`config.mk`:
```
export PLATFORM = sky130hd
export DESIGN_NAME = gofc_front
export DESIGN_NICKNAME = d
export VERILOG_FILES = /design/src/rtl/core/gofc_pkg.sv /design/src/rtl/core/gofc_front.sv
export SDC_FILE = /design/constraint.sdc
export NUM_CORES = 1
export LEC_CHECK = 0
export BUFFER_PORTS_ARGS = -buffer_cell sky130_fd_sc_hd__buf_4
export CELL_PAD_IN_SITES_DETAIL_PLACEMENT = 0
export CELL_PAD_IN_SITES_GLOBAL_PLACEMENT = 1
export CORE_MARGIN = 3
export CORE_UTILIZATION = 30
export DETAILED_ROUTE_END_ITERATION = 8
export PLACE_DENSITY = 0.68
export SYNTH_ARGS = -nofsm -noshare
export SYNTH_HDL_FRONTEND = slang
export SYNTH_SLANG_ARGS = --single-unit
```
`constraint.sdc`:
```
create_clock -name clk -period 6.6 [get_ports clk]
set_input_delay 1.32 -clock clk [delete_from_list [all_inputs] [get_ports clk]]
set_output_delay 1.32 -clock clk [all_outputs]
set_load 0.01 [all_outputs]
```
`src/rtl/core/gofc_pkg.sv`:
```
// Shared types, constants and helpers for the overlap filter and component block.
// No dependencies; used by every module under rtl/core.
`timescale 1ns / 1ps
`default_nettype none

package gofc_pkg;

    localparam int MAX_V    = 64;
    localparam int V_W      = $clog2(MAX_V);
    localparam int N_W      = V_W + 1;
    localparam int MAX_E    = 256;
    localparam int E_W      = $clog2(MAX_E);
    localparam int EH_W     = E_W + 1;
    localparam int CNT_W    = 8;
    localparam int ROW_W    = MAX_V * CNT_W;
    localparam int OVL_W    = 14;
    localparam int CUT_W    = 15;
    localparam int WGT_W    = 32;
    localparam int LBL_W    = 6;
    localparam int TOT_W    = 7;

    localparam logic [CNT_W-1:0] CNT_MAX = '1;
    localparam logic [OVL_W-1:0] OVL_MAX = '1;

    // Function codes on the input word.
    localparam logic [1:0] FUNC_ADD   = 2'd0;
    localparam logic [1:0] FUNC_QEDGE = 2'd1;
    localparam logic [1:0] FUNC_QVERT = 2'd2;

    // Status codes on the result word.
    localparam logic [1:0] STAT_OK    = 2'd0;
    localparam logic [1:0] STAT_FULL  = 2'd1;
    localparam logic [1:0] STAT_RANGE = 2'd2;

    // Configuration register indexes.
    localparam logic REG_VERTEX_COUNT = 1'b0;
    localparam logic REG_CUTOFF       = 1'b1;

    localparam logic [N_W-1:0] VC_RESET = N_W'(MAX_V);

    typedef enum logic [2:0] {
        OP_ADD       = 3'd0,
        OP_QEDGE     = 3'd1,
        OP_QVERT     = 3'd2,
        OP_ERR_FULL  = 3'd3,
        OP_ERR_RANGE = 3'd4
    } op_t;

    // Classified command handed from the front to the back.
    typedef struct packed {
        op_t              op;
        logic [V_W-1:0]   va;
        logic [V_W-1:0]   vb;
        logic [WGT_W-1:0] weight;
        logic [E_W-1:0]   idx;
    } cmd_t;

    typedef struct packed {
        logic [1:0]       status;
        logic             kept;
        logic [V_W-1:0]   edge_first;
        logic [V_W-1:0]   edge_second;
        logic [WGT_W-1:0] edge_weight;
        logic [OVL_W-1:0] overlap_count;
        logic [LBL_W-1:0] component_id;
        logic [TOT_W-1:0] component_total;
    } result_t;

    typedef struct packed {
        logic [N_W-1:0]   n;
        logic [CUT_W-1:0] cutoff;
        logic             inval;
    } cfg_t;

    // Clamp the vertex count register to the usable range.
    function automatic logic [N_W-1:0] used_n(input logic [N_W-1:0] vc);
        logic [N_W-1:0] r;
        if (vc == '0)
            r = N_W'(1);
        else if (vc > N_W'(MAX_V))
            r = N_W'(MAX_V);
        else
            r = vc;
        return r;
    endfunction

endpackage

`default_nettype wire

```
`src/rtl/core/gofc_front.sv`:
```
// Front end: accepts input words, classifies them and queues commands.
// Depends on gofc_pkg.
`timescale 1ns / 1ps
`default_nettype none

module gofc_front (
    input  wire logic                          clk,
    input  wire logic                          rst_n,
    input  wire logic                          push,
    output logic                               full,
    input  wire logic [1:0]                    func,
    input  wire logic [gofc_pkg::V_W-1:0]      vertex_a,
    input  wire logic [gofc_pkg::V_W-1:0]      vertex_b,
    input  wire logic [gofc_pkg::WGT_W-1:0]    weight,
    input  wire logic [gofc_pkg::E_W-1:0]      edge_index,
    input  wire logic [gofc_pkg::N_W-1:0]      n,
    output logic                               head_valid,
    output gofc_pkg::cmd_t                     head,
    input  wire logic                          head_pop
);
    import gofc_pkg::*;

    cmd_t            q_reg [2];
    logic            wp_reg, wp_next;
    logic            rp_reg, rp_next;
    logic [1:0]      cnt_reg, cnt_next;
    logic [EH_W-1:0] held_reg, held_next;
    logic            acc;
    cmd_t            cls;

    assign full       = (cnt_reg == 2'd2);
    assign head_valid = (cnt_reg != 2'd0);
    assign head       = q_reg[rp_reg];
    assign acc        = push && !full;

    // Classify the incoming word; the front owns the stored edge count.
    always_comb
    begin
        cls.va     = vertex_a;
        cls.vb     = vertex_b;
        cls.weight = weight;
        cls.idx    = edge_index;
        held_next  = held_reg;
        cls.op     = OP_ERR_RANGE;
        unique case (func)
            FUNC_ADD:
            begin
                if ({1'b0, vertex_a} >= n || {1'b0, vertex_b} >= n)
                    cls.op = OP_ERR_RANGE;
                else if (held_reg >= EH_W'(MAX_E))
                    cls.op = OP_ERR_FULL;
                else
                begin
                    cls.op  = OP_ADD;
                    cls.idx = held_reg[E_W-1:0];
                    if (acc)
                        held_next = held_reg + EH_W'(1);
                end
            end
            FUNC_QEDGE:
            begin
                if ({1'b0, edge_index} >= held_reg)
                    cls.op = OP_ERR_RANGE;
                else
                    cls.op = OP_QEDGE;
            end
            FUNC_QVERT:
            begin
                if ({1'b0, vertex_a} >= n)
                    cls.op = OP_ERR_RANGE;
                else
                    cls.op = OP_QVERT;
            end
            default:
                cls.op = OP_ERR_RANGE;
        endcase
    end

    // Queue pointers.
    always_comb
    begin
        wp_next  = acc ? ~wp_reg : wp_reg;
        rp_next  = head_pop ? ~rp_reg : rp_reg;
        cnt_next = cnt_reg + {1'b0, acc} - {1'b0, head_pop};
    end

    always_ff @(posedge clk or negedge rst_n)
    begin
        if (!rst_n)
        begin
            wp_reg   <= 1'b0;
            rp_reg   <= 1'b0;
            cnt_reg  <= 2'd0;
            held_reg <= '0;
        end
        else
        begin
            wp_reg   <= wp_next;
            rp_reg   <= rp_next;
            cnt_reg  <= cnt_next;
            held_reg <= held_next;
        end
    end

    // Queue storage.
    always_ff @(posedge clk)
    begin
        if (acc)
            q_reg[wp_reg] <= cls;
    end

    a_no_overflow: assert property (@(posedge clk) disable iff (!rst_n)
        cnt_reg <= 2'd2)
        else $error("command queue count out of range");
    a_held_bound: assert property (@(posedge clk) disable iff (!rst_n)
        held_reg <= EH_W'(MAX_E))
        else $error("edge count beyond table size");
    a_pop_nonempty: assert property (@(posedge clk) disable iff (!rst_n)
        head_pop |-> head_valid)
        else $error("pop from empty command queue");

endmodule

`default_nettype wire

```
==> results of run 1 <==
## how the worst max path moves through the flow
stage / endpoint / slack (ps) / depth (start not counted)
2_1_floorplan: q_reg[0][0]$_DFFE_PP_ / 2400 / 2
3_3_place_gp: q_reg[0][6]$_DFFE_PP_ / 2960 / 8
3_5_place_dp: q_reg[1][6]$_DFFE_PP_ / 2950 / 8
4_1_cts: head[53] / 2940 / 3
5_1_grt: head[53] / 2870 / 3
6_report: head[53] / 3030 / 3
## layout by cell type (no fill, tap or decap), types with 2 or more instances in the layout
| master | count |
|---|---|
| sky130_fd_sc_hd__a211o_1 | 2 |
| sky130_fd_sc_hd__a211oi_1 | 2 |
| sky130_fd_sc_hd__a21o_1 | 2 |
| sky130_fd_sc_hd__a21oi_1 | 4 |
| sky130_fd_sc_hd__and3_1 | 3 |
| sky130_fd_sc_hd__buf_4 | 124 |
| sky130_fd_sc_hd__clkbuf_1 | 4 |
| sky130_fd_sc_hd__clkbuf_16 | 19 |
| sky130_fd_sc_hd__clkbuf_8 | 4 |
| sky130_fd_sc_hd__clkinv_2 | 3 |
| sky130_fd_sc_hd__dfrtp_1 | 12 |
| sky130_fd_sc_hd__edfxtp_1 | 110 |
| sky130_fd_sc_hd__ha_1 | 24 |
| sky130_fd_sc_hd__inv_1 | 19 |
| sky130_fd_sc_hd__mux2_2 | 55 |
| sky130_fd_sc_hd__mux2_4 | 7 |
| sky130_fd_sc_hd__nand2_1 | 2 |
| sky130_fd_sc_hd__nand2b_1 | 4 |
| sky130_fd_sc_hd__nand3_1 | 3 |
| sky130_fd_sc_hd__nand4_1 | 7 |
| sky130_fd_sc_hd__nand4b_1 | 3 |
| sky130_fd_sc_hd__nor2_1 | 6 |
| sky130_fd_sc_hd__nor3_1 | 3 |
| sky130_fd_sc_hd__o21ai_0 | 4 |
| sky130_fd_sc_hd__o21bai_1 | 2 |
| sky130_fd_sc_hd__xnor2_1 | 10 |
## critical path, delay by kind of cell (launching register included)
kind,cells,cell delay [ps]
flip-flops,1,720
multiplexers,1,420
buffers and inverters,2,650
## report_power, final
group | internal (W) | switching, W
Sequential | 0.00106 | 0.0000813
Combinational | 0.000438 | 0.000404
Clock | 0.000602 | 0.000306
Total | 0.00210 | 0.000791
## metal layers
metal  routed length, um  part of all wire [%]  vias up  global-route usage (%)
met2                5312                    50       72                   18.99
met3                 582                   5.5        9                   4.247
met1                4588                    43     1465                   14.01
li1                    -                     -     1448                       -
met5                   0                     0        -                       0
met4                 128                   1.2        0                   4.056
## through the flow
| stage | setup slack (ps) | hold slack (ps) | std cells | util [%] | total power [W] |
|---|---|---|---|---|---|
| 4_1_cts | 2942 | 508.7 | 676 | 41.72 | 0.002954 |
| 3_5_place_dp | 2953 | 497.4 | 644 | 38.19 | 0.002031 |
| 5_1_grt | 2871 | 544.4 | 676 | 41.72 | 0.003067 |
| 6_report | 3029 | 507.2 | 676 | 41.72 | 0.002893 |
| 2_1_floorplan | 2398 | 460.8 | 308 | - | 0.001624 |
| 3_3_place_gp | 2964 | 495.3 | 644 | 38.19 | 0.002015 |
## final cells by class
class | instances | area [um^2] | share of cell area, %
Sequential cell | 123 | 3630 | 51.55
Multi-Input combinational cell | 158 | 1538 | 21.84
Tap cell | 220 | 275.3 | 3.909
Inverter | 19 | 71.32 | 1.013
Clock buffer | 27 | 545.5 | 7.747
Timing Repair Buffer | 124 | 930.9 | 13.22
Clock inverter | 5 | 51.30 | 0.7285
## logic make-up (layout without fill, tap and decap cells)
logic type	after synthesis	after routing	share of synthesized area, %
multiplexers	64	64	14.17
AND/OR/NAND/NOR	39	39	4.541
AO/OA/AOI/OAI	20	20	2.805
adder cells (fa/ha/maj)	24	24	5.706
buffers and inverters	27	175	1.997
flip-flops	123	123	68.95
XOR/XNOR	11	11	1.831
==> results.md, run 1 <==
Outcome:
- The run finished with clean final reports.

Detailed routing:
- After the first detailed-routing iteration, the DRC count stood at 102.
- In this run the remaining antenna-violating nets after routing total 0.
- The detailed-router iteration count before antenna repair is 4.
- In the final routed layout, each cell accounts on average for 15.70 um.
- The final route contains 2994 vias.
- The sum of routed wire length over all layers is 10610 um.
- The via density per instance is 4.429.
- For this run, design rule violations remaining after detail routing come to 0.

Worst setup path:
- The number of cells on the worst reg-to-reg path is 4.
- On the critical path, the stage with the largest delay is an instance of sky130_fd_sc_hd__dfrtp_2.
- The critical path class is register to primary output.
- The reg2reg setup slack is 4340 ps.
- The most critical setup path has its startpoint at rp_reg$_DFFE_PN0P_.
- The data required time of the worst path is 5280 ps.
- The terminus of the critical flop-to-flop path is q_reg[0][4]$_DFFE_PP_.
- STA classifies the critical path endpoint as a primary output.
- On the worst path, the slowest cell contributes a delay of 720 ps.
- Traced cell by cell, the critical path runs through buf_4 > mux2_2 > buf_4.
- Along the worst path, the maximum fanout reaches 34.
- The beginning of the worst register-to-register path is cnt_reg[1]$_DFF_PN0_.
- Data arrives at the worst endpoint at 2250 ps.
- The worst setup path is launched from a register.
- The most used cell along the critical path is sky130_fd_sc_hd__buf_4.

Min path:
- Counting instances, the worst hold path has a depth of 1.
- The startpoint of the worst hold path is held_reg[7]$_DFFE_PN0P_.
- The end of the worst hold path is held_reg[7]$_DFFE_PN0P_.
- The worst hold-check path type is register to register.

GRT:
- The number of global-route vias before repair was 3243.
- Global routing used 11.54% of the available tracks across all layers.
- The global-route wire length before repair is 17330 um.
- Entering global routing, the biggest net connects 35 pins.
- The initial antenna violation count is 0.
- Summed over all layers, the global routing overflow is 0.

Yosys:
- The share of flip-flops with an asynchronous set or reset is 10.57%.
- The synthesized netlist contains 36 unique library cells.
- In the synthesized netlist the dominant register cell turns out to be sky130_fd_sc_hd__edfxtp_1.
- Averaged over all synthesized cells, the footprint is 17.09 um^2.
- The proportion of synthesized chip area in sequential cells is 68.95%.
- The cell count after synthesis came out at 308.
- The post-synth net total is 397.
- The share of the synthesized area in the top cell type is 62.77%.
- After synthesis, the cell types taking the most area are sky130_fd_sc_hd__edfxtp_1 63%, sky130_fd_sc_hd__mux2_2 12%, sky130_fd_sc_hd__dfrtp_1 6.2%.
- By instance count, the leading cell after synthesis is sky130_fd_sc_hd__edfxtp_1.
- The number of synthesis warnings is 0.
- The mapped netlist covers 5263 um^2.
- Yosys mapped a number of flops with a built-in enable equal to 110.
- Counting flops and latches in the post-synthesis netlist gives 123.
- By count the netlist is led by 110 x sky130_fd_sc_hd__edfxtp_1, 55 x sky130_fd_sc_hd__mux2_2, 24 x sky130_fd_sc_hd__ha_1, 19 x sky130_fd_sc_hd__inv_1, 13 x sky130_fd_sc_hd__dfrtp_1.
- The biggest area consumer among synthesized cells is sky130_fd_sc_hd__edfxtp_1.

Floorplan:
- The horizontal die dimension is 138.4 um.
- Row generation in the floorplan step produced 47 rows.
- The die outline area is 19170 um^2.
- The die extent in y is 138.4 um.
- The boundary pin count is 122.
- The initial standard-cell utilization of the core is 31.18%.
- The area of the core is 16880 um^2.

STA:
- Setup repair after global routing left no endpoint under its margin.
- For the pin with the worst max-slew slack, the measured transition is 776.8 ps.
- The final clock period utilization by the worst path is 54.11%.
- The count of pins over their slew limit is 0.
- The total of endpoints with negative setup slack in the final report is 0.
- The normalized max-slew margin is 48.09%.
- Clock skew on the completed layout was measured at 6.851 ps.
- The fmax is 280.0 MHz.
- Setup total negative slack on the finished layout was measured at 0 ps.
- The clock period minus worst slack is 3571 ps.
- The number of hold violations in the final report was 0.

Finish:
- The register with the most flip-flops in the layout has 110 of them.
- Of the cells placed in the final design, the portion with a size suffix greater than 1 is 48.46%.
- The total of fill cells in the finished design is 1542.
- In the final design database the tool counted 532 nets.
- The count of antenna diodes in the layout is 0.
- The final design area excluding fillers is 7042 um^2.
- The area growth from synthesis to layout is 33.81%.

CTS:
- TritonCTS built the clock tree.
- The clock network latency to the later pin of the worst-skew pair is 400 ps.
- The H-tree was split into 4 levels.
- For this design, the sink count on the clock tree is 123.
- The total of cells resized after clock tree synthesis is 0.
- The CTS root buffer is sky130_fd_sc_hd__clkbuf_16.
- The number of buffers between clock root and the deepest sink is 2.
- The register clock-pin slew on the reported worst setup and hold paths is 50 ps.
- Post-CTS timing repair inserted 0 buffers for setup.
- For this design, the CTS-stage hold fixing added 0 buffers.
- The number of buffers created by CTS is 17.

Run:
- The max capacitance violation total is 0.

Placement:
- At the end of routability-driven placement, the weighted congestion stood at 0.7244.
- The HPWL after detailed placement is 7594 um.
- The quantity of I/O buffers inserted on ports is 121.
- The placement-stage cell area is 6445 um^2.

Power:
- The leakage power summed over all cells is 2.789 nW.
- Dividing total power by cell area gives a power density of 410.9 nW/um^2.
- Across the VDD grid, the largest voltage drop is 0.1811 mV.
No activity file was read; power rests on OpenSTA's default activity.
==> inputs of run 2 (changes only) <==
==> constraint.sdc (replaced) <==
create_clock -name clk -period 3.5 [get_ports clk]
set_input_delay 0.7 -clock clk [delete_from_list [all_inputs] [get_ports clk]]
set_output_delay 0.7 -clock clk [all_outputs]
set_load 0.01 [all_outputs]
==> run 2 against run 1 <==
  * Sequential cell count is the same
  * Setup slack worse by 2300 ps
  * Critical path depth unchanged
  * Wire length grew 3.2%
  * Cell area increased by 0.80%
  * Clock skew is 0.66 ps higher
  * Worst hold slack got worse by 370 ps
  * Via count rose by 1.6%
  * Final cell count is 0.44% higher
  * Total power is 93% higher
  * Clock power rose by 96%
==> results.md, run 2 (same netlist as run 1, synthesis figures left out) <==
CTS:
- The post-CTS repair timing setup buffer count is 0.
- The hold buffer count at cts is 0.
- The number of clock buffers added by TritonCTS is 17.
- The total of cells resized after clock tree synthesis is 0.
- The clock reaches the later pin of the worst-skew pair after 400 ps.
- The clock tree from TritonCTS is yes.
- The register clock-pin slew on the reported worst setup and hold paths is 60 ps.
- In this run the number of H-tree levels came out at 4.
- The number of buffers between clock root and the deepest sink is 2.
- CTS saw 123 sinks.
- The cell sitting at the root of the clock tree is a sky130_fd_sc_hd__clkbuf_16.

Placement:
- The post-placement setup slack is 735.9 ps.
- The quantity of I/O buffers inserted on ports is 121.
- Including well taps, the total number of placed cells is 647.
- The post-DP HPWL is 7793 um.
- The final weighted congestion in routability-driven placement is 0.7498.

Finish:
- The number of nets in the layout is 535.
- The area growth from synthesis to layout is 34.88%.
- The fraction of layout instances using a drive strength above 1 is 49.02%.
- The register cell area after layout is 3630 um^2.
- The register with the most flip-flops in the layout has 110 of them.
- The count of antenna diodes in the layout is 0.
- The top cell types in the final layout, fill and taps aside, are 125 x sky130_fd_sc_hd__buf_4, 110 x sky130_fd_sc_hd__edfxtp_1, 55 x sky130_fd_sc_hd__mux2_2.
- The finished layout holds 679 standard cells, fillers aside.
- The most frequent standard cell in the layout excluding fill and tap cells is sky130_fd_sc_hd__buf_4.
- The total of fill cells in the finished design is 1548.
- The multi-input combinational cells in the finished layout cover a total of 1538 um^2.

GRT:
- The initial antenna violation count is 0.
- The overall overflow remaining after global route is 0.
- Global routing used 11.82% of the available tracks across all layers.
- The number of global-route vias before repair is 3280.
- Entering global routing, the biggest net connects 45 pins.
- The global-route wire length before repair is 17600 um.

Detailed routing:
- The detailed-router iteration count before antenna repair is 4.
- After detailed routing, the number of remaining DRC violations is 0.
- Dividing the detail-routed wire length by the instance count gives 16.13 um.
- The wire length on met3 is 539 um.
- After detailed routing, no signal wire sits above met4.
- For this block, the via count after detailed routing is 3041.
- The routed design uses 5609 um of met2 wire.
- The count of nets left with antenna violations once routing finished came out at 0.
- Dividing the detail-routed via count by the number of cells gives 4.479.
- The routed design has 10950 um of wire.
- The starting DRC count in detailed routing is 150.
- The routed length on met1 is 4699 um.

STA:
- At the pin with the least slew margin, the transition time is 537.2 ps.
- The final clock period utilization by the worst path is 78.14%.
- The setup skew after layout is 7.514 ps.
- In the post-route analysis, the smallest setup slack over all paths is 765.1 ps.
- The clock period could shrink to 2735 ps.
- Setup repair after global routing left no endpoint under its margin.
- The worst pin sits at a relative slew slack of 64.19%.
- The number of hold violations in the final report was 0.
- Setup violations remaining at the end of the flow were counted as 0.
- Summed over all failing endpoints, the final setup total negative slack is 0 ps.
- The fmax is 365.6 MHz.
- The count of pins over their slew limit was 0.

Worst setup path:
- For flop-to-flop paths, the worst setup slack is 1530 ps.
- The critical path goes through buf_4 > mux2_2 > buf_4.
- Along the worst path, the maximum fanout reaches 22.
- The number of cells on the worst reg-to-reg path is 6.
- The biggest cell delay along the critical path is 700 ps.
- The critical path is of the register to primary output type.
- The data required time of the worst path is 2800 ps.
- The slowest stage of the critical path belongs to the cell sky130_fd_sc_hd__dfrtp_2.
- In this run the critical register-to-register path is captured at q_reg[1][54]$_DFFE_PP_.
- STA classifies the critical path startpoint as a register.
- The most used cell along the critical path is sky130_fd_sc_hd__buf_4.
- The beginning of the worst register-to-register path is held_reg[0]$_DFFE_PN0P_.
- The kind of end point of the critical path is a primary output.
- The critical path arrival is 2030 ps.
- The most critical setup path has its startpoint at rp_reg$_DFFE_PN0P_.

Floorplan:
- The core region is 16880 um^2.
- The floorplan has 47 rows.
- The boundary pin count is 122.
- The initial standard-cell utilization of the core is 31.18%.
- The die extent in y is 138.4 um.
- The horizontal die dimension is 138.4 um.
- The die outline area is 19170 um^2.

Min path:
- The min-delay analysis places its worst path in the category input pin to async pin.

Run:
- The max capacitance violation total is 0.

Power:
- The worst ir drop on vdd is 0.3359 mV.
- The power density over cell area is 785.2 nW/um^2.
- The leakage power summed over all cells is 2.807 nW.

Outcome:
- The flow ran to the end, and the final reports show no timing, DRC or antenna violations.
-- run 2: cell count changes in the layout (fill, tap and decap cells not counted), sizes merged --
cell,previous run,this run
clkinvlp,0,2
clkbuf,27,18
buf,124,127
bufinv,1,4
clkinv,3,7
-- run 2: area by class of cell --
cell class,instances,share of cell area [%]
Clock buffer,18,6.046
Timing Repair Buffer,127,13.78
Inverter,19,1.005
Multi-Input combinational cell,158,21.66
Tap cell,220,3.878
Sequential cell,123,51.14
Clock inverter,14,2.485
-- run 2: worst max path at each step --
stage	cells after the start	end	slack, ps
floorplan	2	q_reg[0][0]$_DFFE_PP_	830
detailed placement	8	q_reg[0][4]$_DFFE_PP_	740
CTS	3	head[51]	640
global placement	8	q_reg[0][5]$_DFFE_PP_	770
finish	3	head[48]	770
global route	3	head[51]	590
-- run 2: critical path: cells and delay by family (launching register included) --
| family | cells | cell delay [ps] |
|---|---|---|
| flip-flops | 1 | 700 |
| buffers and inverters | 2 | 540 |
| multiplexers | 1 | 390 |
-- run 2: power by group --
part	leakage, nW	switching (W)	internal (W)
clock network	0.295	0.000601	0.00118
registers	1.19	0.000153	0.00200
logic	1.32	0.000781	0.000859
total	2.81	0.00153	0.00404
-- run 2: metrics by stage --
stage / total power, W / util, % / hold slack [ps] / area (um^2)
2_1_floorplan: 0.003059 / - / 404.4 / 5265
3_3_place_gp: 0.003832 / 38.47 / 496.8 / 6492
3_5_place_dp: 0.003872 / 38.47 / 504.5 / 6492
4_1_cts: 0.005689 / 42.06 / 113.2 / 7098
5_1_grt: 0.005884 / 42.06 / 116.2 / 7098
6_report: 0.005574 / 42.06 / 134.4 / 7098
-- run 2: layer usage --
metal / global-route usage, % / up-vias
li1: - / 1459
met4: 3.744 / 0
met3: 4.731 / 10
met2: 19.32 / 74
met1: 14.41 / 1498
met5: 0 / -
==> inputs of run 3 (changes only) <==
==> constraint.sdc (replaced) <==
create_clock -name clk -period 2.6 [get_ports clk]
set_input_delay 0.52 -clock clk [delete_from_list [all_inputs] [get_ports clk]]
set_output_delay 0.52 -clock clk [all_outputs]
set_load 0.01 [all_outputs]
==> run 3 against run 2 <==
  * Worst hold slack gained 160 ps
  * Wire length shrank 1.4%
  * Global-route usage shrank 0.32 points
  * Critical path type unchanged
  * Critical endpoint is now head[19]
  * Largest cell class unchanged
==> results.md, run 3 (same netlist as run 1, synthesis figures left out) <==
GRT:
- The global-route wire length before repair is 17330 um.
- The overall overflow remaining after global route is 0.
- In the global route stage, met3 resource usage came out at 3.833%.
- The number of global-route vias before repair was 3296.
- The initial antenna violation count is 0.
- The met2 track demand over resource is 18.94%.
- The peak-usage layer in the global routing report is met2.
- Entering global routing, the biggest net connects 32 pins.
- The met1 usage is 13.82%.
- The total routing usage reported by global routing is 11.51%.

Detailed routing:
- Using the TritonRoute via totals, the vias-per-cell ratio works out to 4.459.
- The first detailed-routing pass ran for 4 iterations.
- The wire length per cell is 15.93 um.
- For this block, the via count after detailed routing is 3023.
- The starting DRC count in detailed routing is 86.
- Once detail routing completed, the nets flagged for antenna violations numbered 0.
- The DRC violations left is 0.
- The final layout contains routed wiring with a total length of 10800 um.

Finish:
- The number of antenna diodes in the final layout is 0.
- Leaving out fill and tap cells, the most frequent cell in the layout is sky130_fd_sc_hd__buf_4.
- Compared with the post-synthesis result, the final layout area differs by 32.43%.
- The top cell types in the final layout, fill and taps aside, are 130 x sky130_fd_sc_hd__buf_4, 110 x sky130_fd_sc_hd__edfxtp_1, 55 x sky130_fd_sc_hd__mux2_2.
- Of the cells placed in the final design, the portion with a size suffix greater than 1 is 47.82%.
- The utilization after layout is 41.29%.
- The number of nets in the layout is 539.
- The register with the most flip-flops in the layout has 110 of them.

STA:
- The number of hold violations in the final report was 0.
- The count of pins over their slew limit is 0.
- The setup skew after layout is 6.425 ps.
- Setup repair after global routing left no endpoint under its margin.
- The fmax is 449.5 MHz.
- The clock period could shrink to 2225 ps.
- Measured against its own limit, the worst slew margin works out to 68.70%.
- The worst path uses 85.57% of the clock period.
- Setup violations remaining at the end of the flow were counted as 0.
- At the pin with the least slew margin, the transition time is 463.0 ps.
- The total negative setup slack is 0 ps.

Worst setup path:
- STA classifies the critical path startpoint as a register.
- The critical path in this run is classified as register to primary output.
- The data required time of the worst path is 2080 ps.
- The largest individual stage delay along the critical path comes from the cell sky130_fd_sc_hd__mux2_2.
- The kind of end point of the critical path is a primary output.
- Of all nets on the critical path, the largest fanout is 31.
- STA puts the critical path data arrival time at 1700 ps.
- Counting stages on the worst path, the most repeated cell is sky130_fd_sc_hd__buf_4.
- The critical path goes through buf_4 > mux2_2 > buf_4.
- The biggest cell delay along the critical path is 400 ps.

CTS:
- The register clock-pin slew on the reported worst setup and hold paths is 50 ps.
- For this design, the sink count on the clock tree is 123.
- The tree is rooted in a sky130_fd_sc_hd__clkbuf_16.
- The total of cells resized after clock tree synthesis is 0.
- TritonCTS built the clock tree.
- The H-tree was split into 4 levels.
- The number of buffers created by CTS is 17.
- In this run the deepest clock path goes through 2 buffers.
- The clock reaches the later pin of the worst-skew pair after 400 ps.

Placement:
- The post-DP HPWL is 7677 um.
- The quantity of I/O buffers inserted on ports is 121.
- The final weighted congestion in routability-driven placement is 0.7580.

Min path:
- The path class of the tightest hold or removal check is input pin to register.

Power:
- In this run the static leakage power is 2.751 nW.
- The design draws 0.007003 W.
- The worst ir drop on vdd is 0.5457 mV.
- The power density over cell area is 1005 nW/um^2.

Floorplan:
- In this run the horizontal extent of the chip is 138.4 um.
- Measured along the y axis, the die boundary spans 138.4 um.
- The core region is 16880 um^2.
- The number of core rows is 47.
- The die covers 19170 um^2.
- The boundary pin count is 122.
- The initial utilization of the core area, before any placement, comes to 31.18%.

Run:
- Max-cap violations in this run came to 0.

Outcome:
- The flow ran to the end, and the final reports show no timing, DRC or antenna violations.
-- run 3: changes by cell type in the layout (fill, tap and decap cells not counted), sizes merged --
cell         before  now
clkbuf           18   21
clkinv            7    5
dlygate4sd3       0    1
buf             127  130
bufinv            4    0
inv              20   19
clkinvlp          2    1
-- run 3: final cells by class --
| type | count | area [um^2] |
|---|---|---|
| Clock buffer | 21 | 440.4 |
| Clock inverter | 6 | 28.78 |
| Fill cell | 1569 | 9908 |
| Inverter | 19 | 71.32 |
| Multi-Input combinational cell | 158 | 1538 |
| Sequential cell | 123 | 3630 |
| Tap cell | 220 | 275.3 |
| Timing Repair Buffer | 131 | 985.9 |
-- run 3: power breakdown --
part | total [W] | internal (W) | leakage (nW) | switching, W
logic | 0.00225 | 0.00114 | 1.34 | 0.00111
registers | 0.00284 | 0.00270 | 1.19 | 0.000142
clock network | 0.00191 | 0.00117 | 0.227 | 0.000742
-- run 3: timing repair --
| item | CTS | global route |
|---|---|---|
| hold endpoints to repair | 13 | 0 |
| hold buffers | 1 | 0 |
| buffers inserted | 0 | 0 |
-- run 3: layer usage --
| metal | part of all wire, % | vias to the layer above |
|---|---|---|
| met4 | 1.5 | 0 |
| met3 | 5.4 | 13 |
| li1 | - | 1456 |
| met1 | 43 | 1470 |
| met5 | 0 | - |
| met2 | 50 | 84 |
-- run 3: final timing paths --
kind	slack, ps	depth (start not counted)	endpoint	start
max in group asynchronous	1920	2	rp_reg$_DFFE_PN0P_	rst_n
hold / removal	300	2	rp_reg$_DFFE_PN0P_	head_pop
hold reg to reg	500	1	held_reg[7]$_DFFE_PN0P_	held_reg[7]$_DFFE_PN0P_
setup / recovery	380	3	head[19]	rp_reg$_DFFE_PN0P_
min in group asynchronous	500	2	held_reg[5]$_DFFE_PN0P_	rst_n
setup reg to reg	630	6	q_reg[0][54]$_DFFE_PP_	held_reg[0]$_DFFE_PN0P_
-- run 3: critical path: cells and delay by family, from the launching register on --
family / cells / cell delay (ps)
flip-flops: 1 / 350
multiplexers: 1 / 400
buffers and inverters: 2 / 530
-- run 3: stage by stage --
stage / setup slack [ps] / hold WS (ps) / area (um^2) / cells
6_report: 375.1 / 297.1 / 6969 / 678
5_1_grt: 269.8 / 281.7 / 6969 / 678
4_1_cts: 293.5 / 278.3 / 6969 / 678
3_5_place_dp: 29.45 / 380.5 / 6490 / 650
3_3_place_gp: 43.91 / 379.9 / 6490 / 650
2_1_floorplan: 114.5 / 224.4 / 5265 / 308
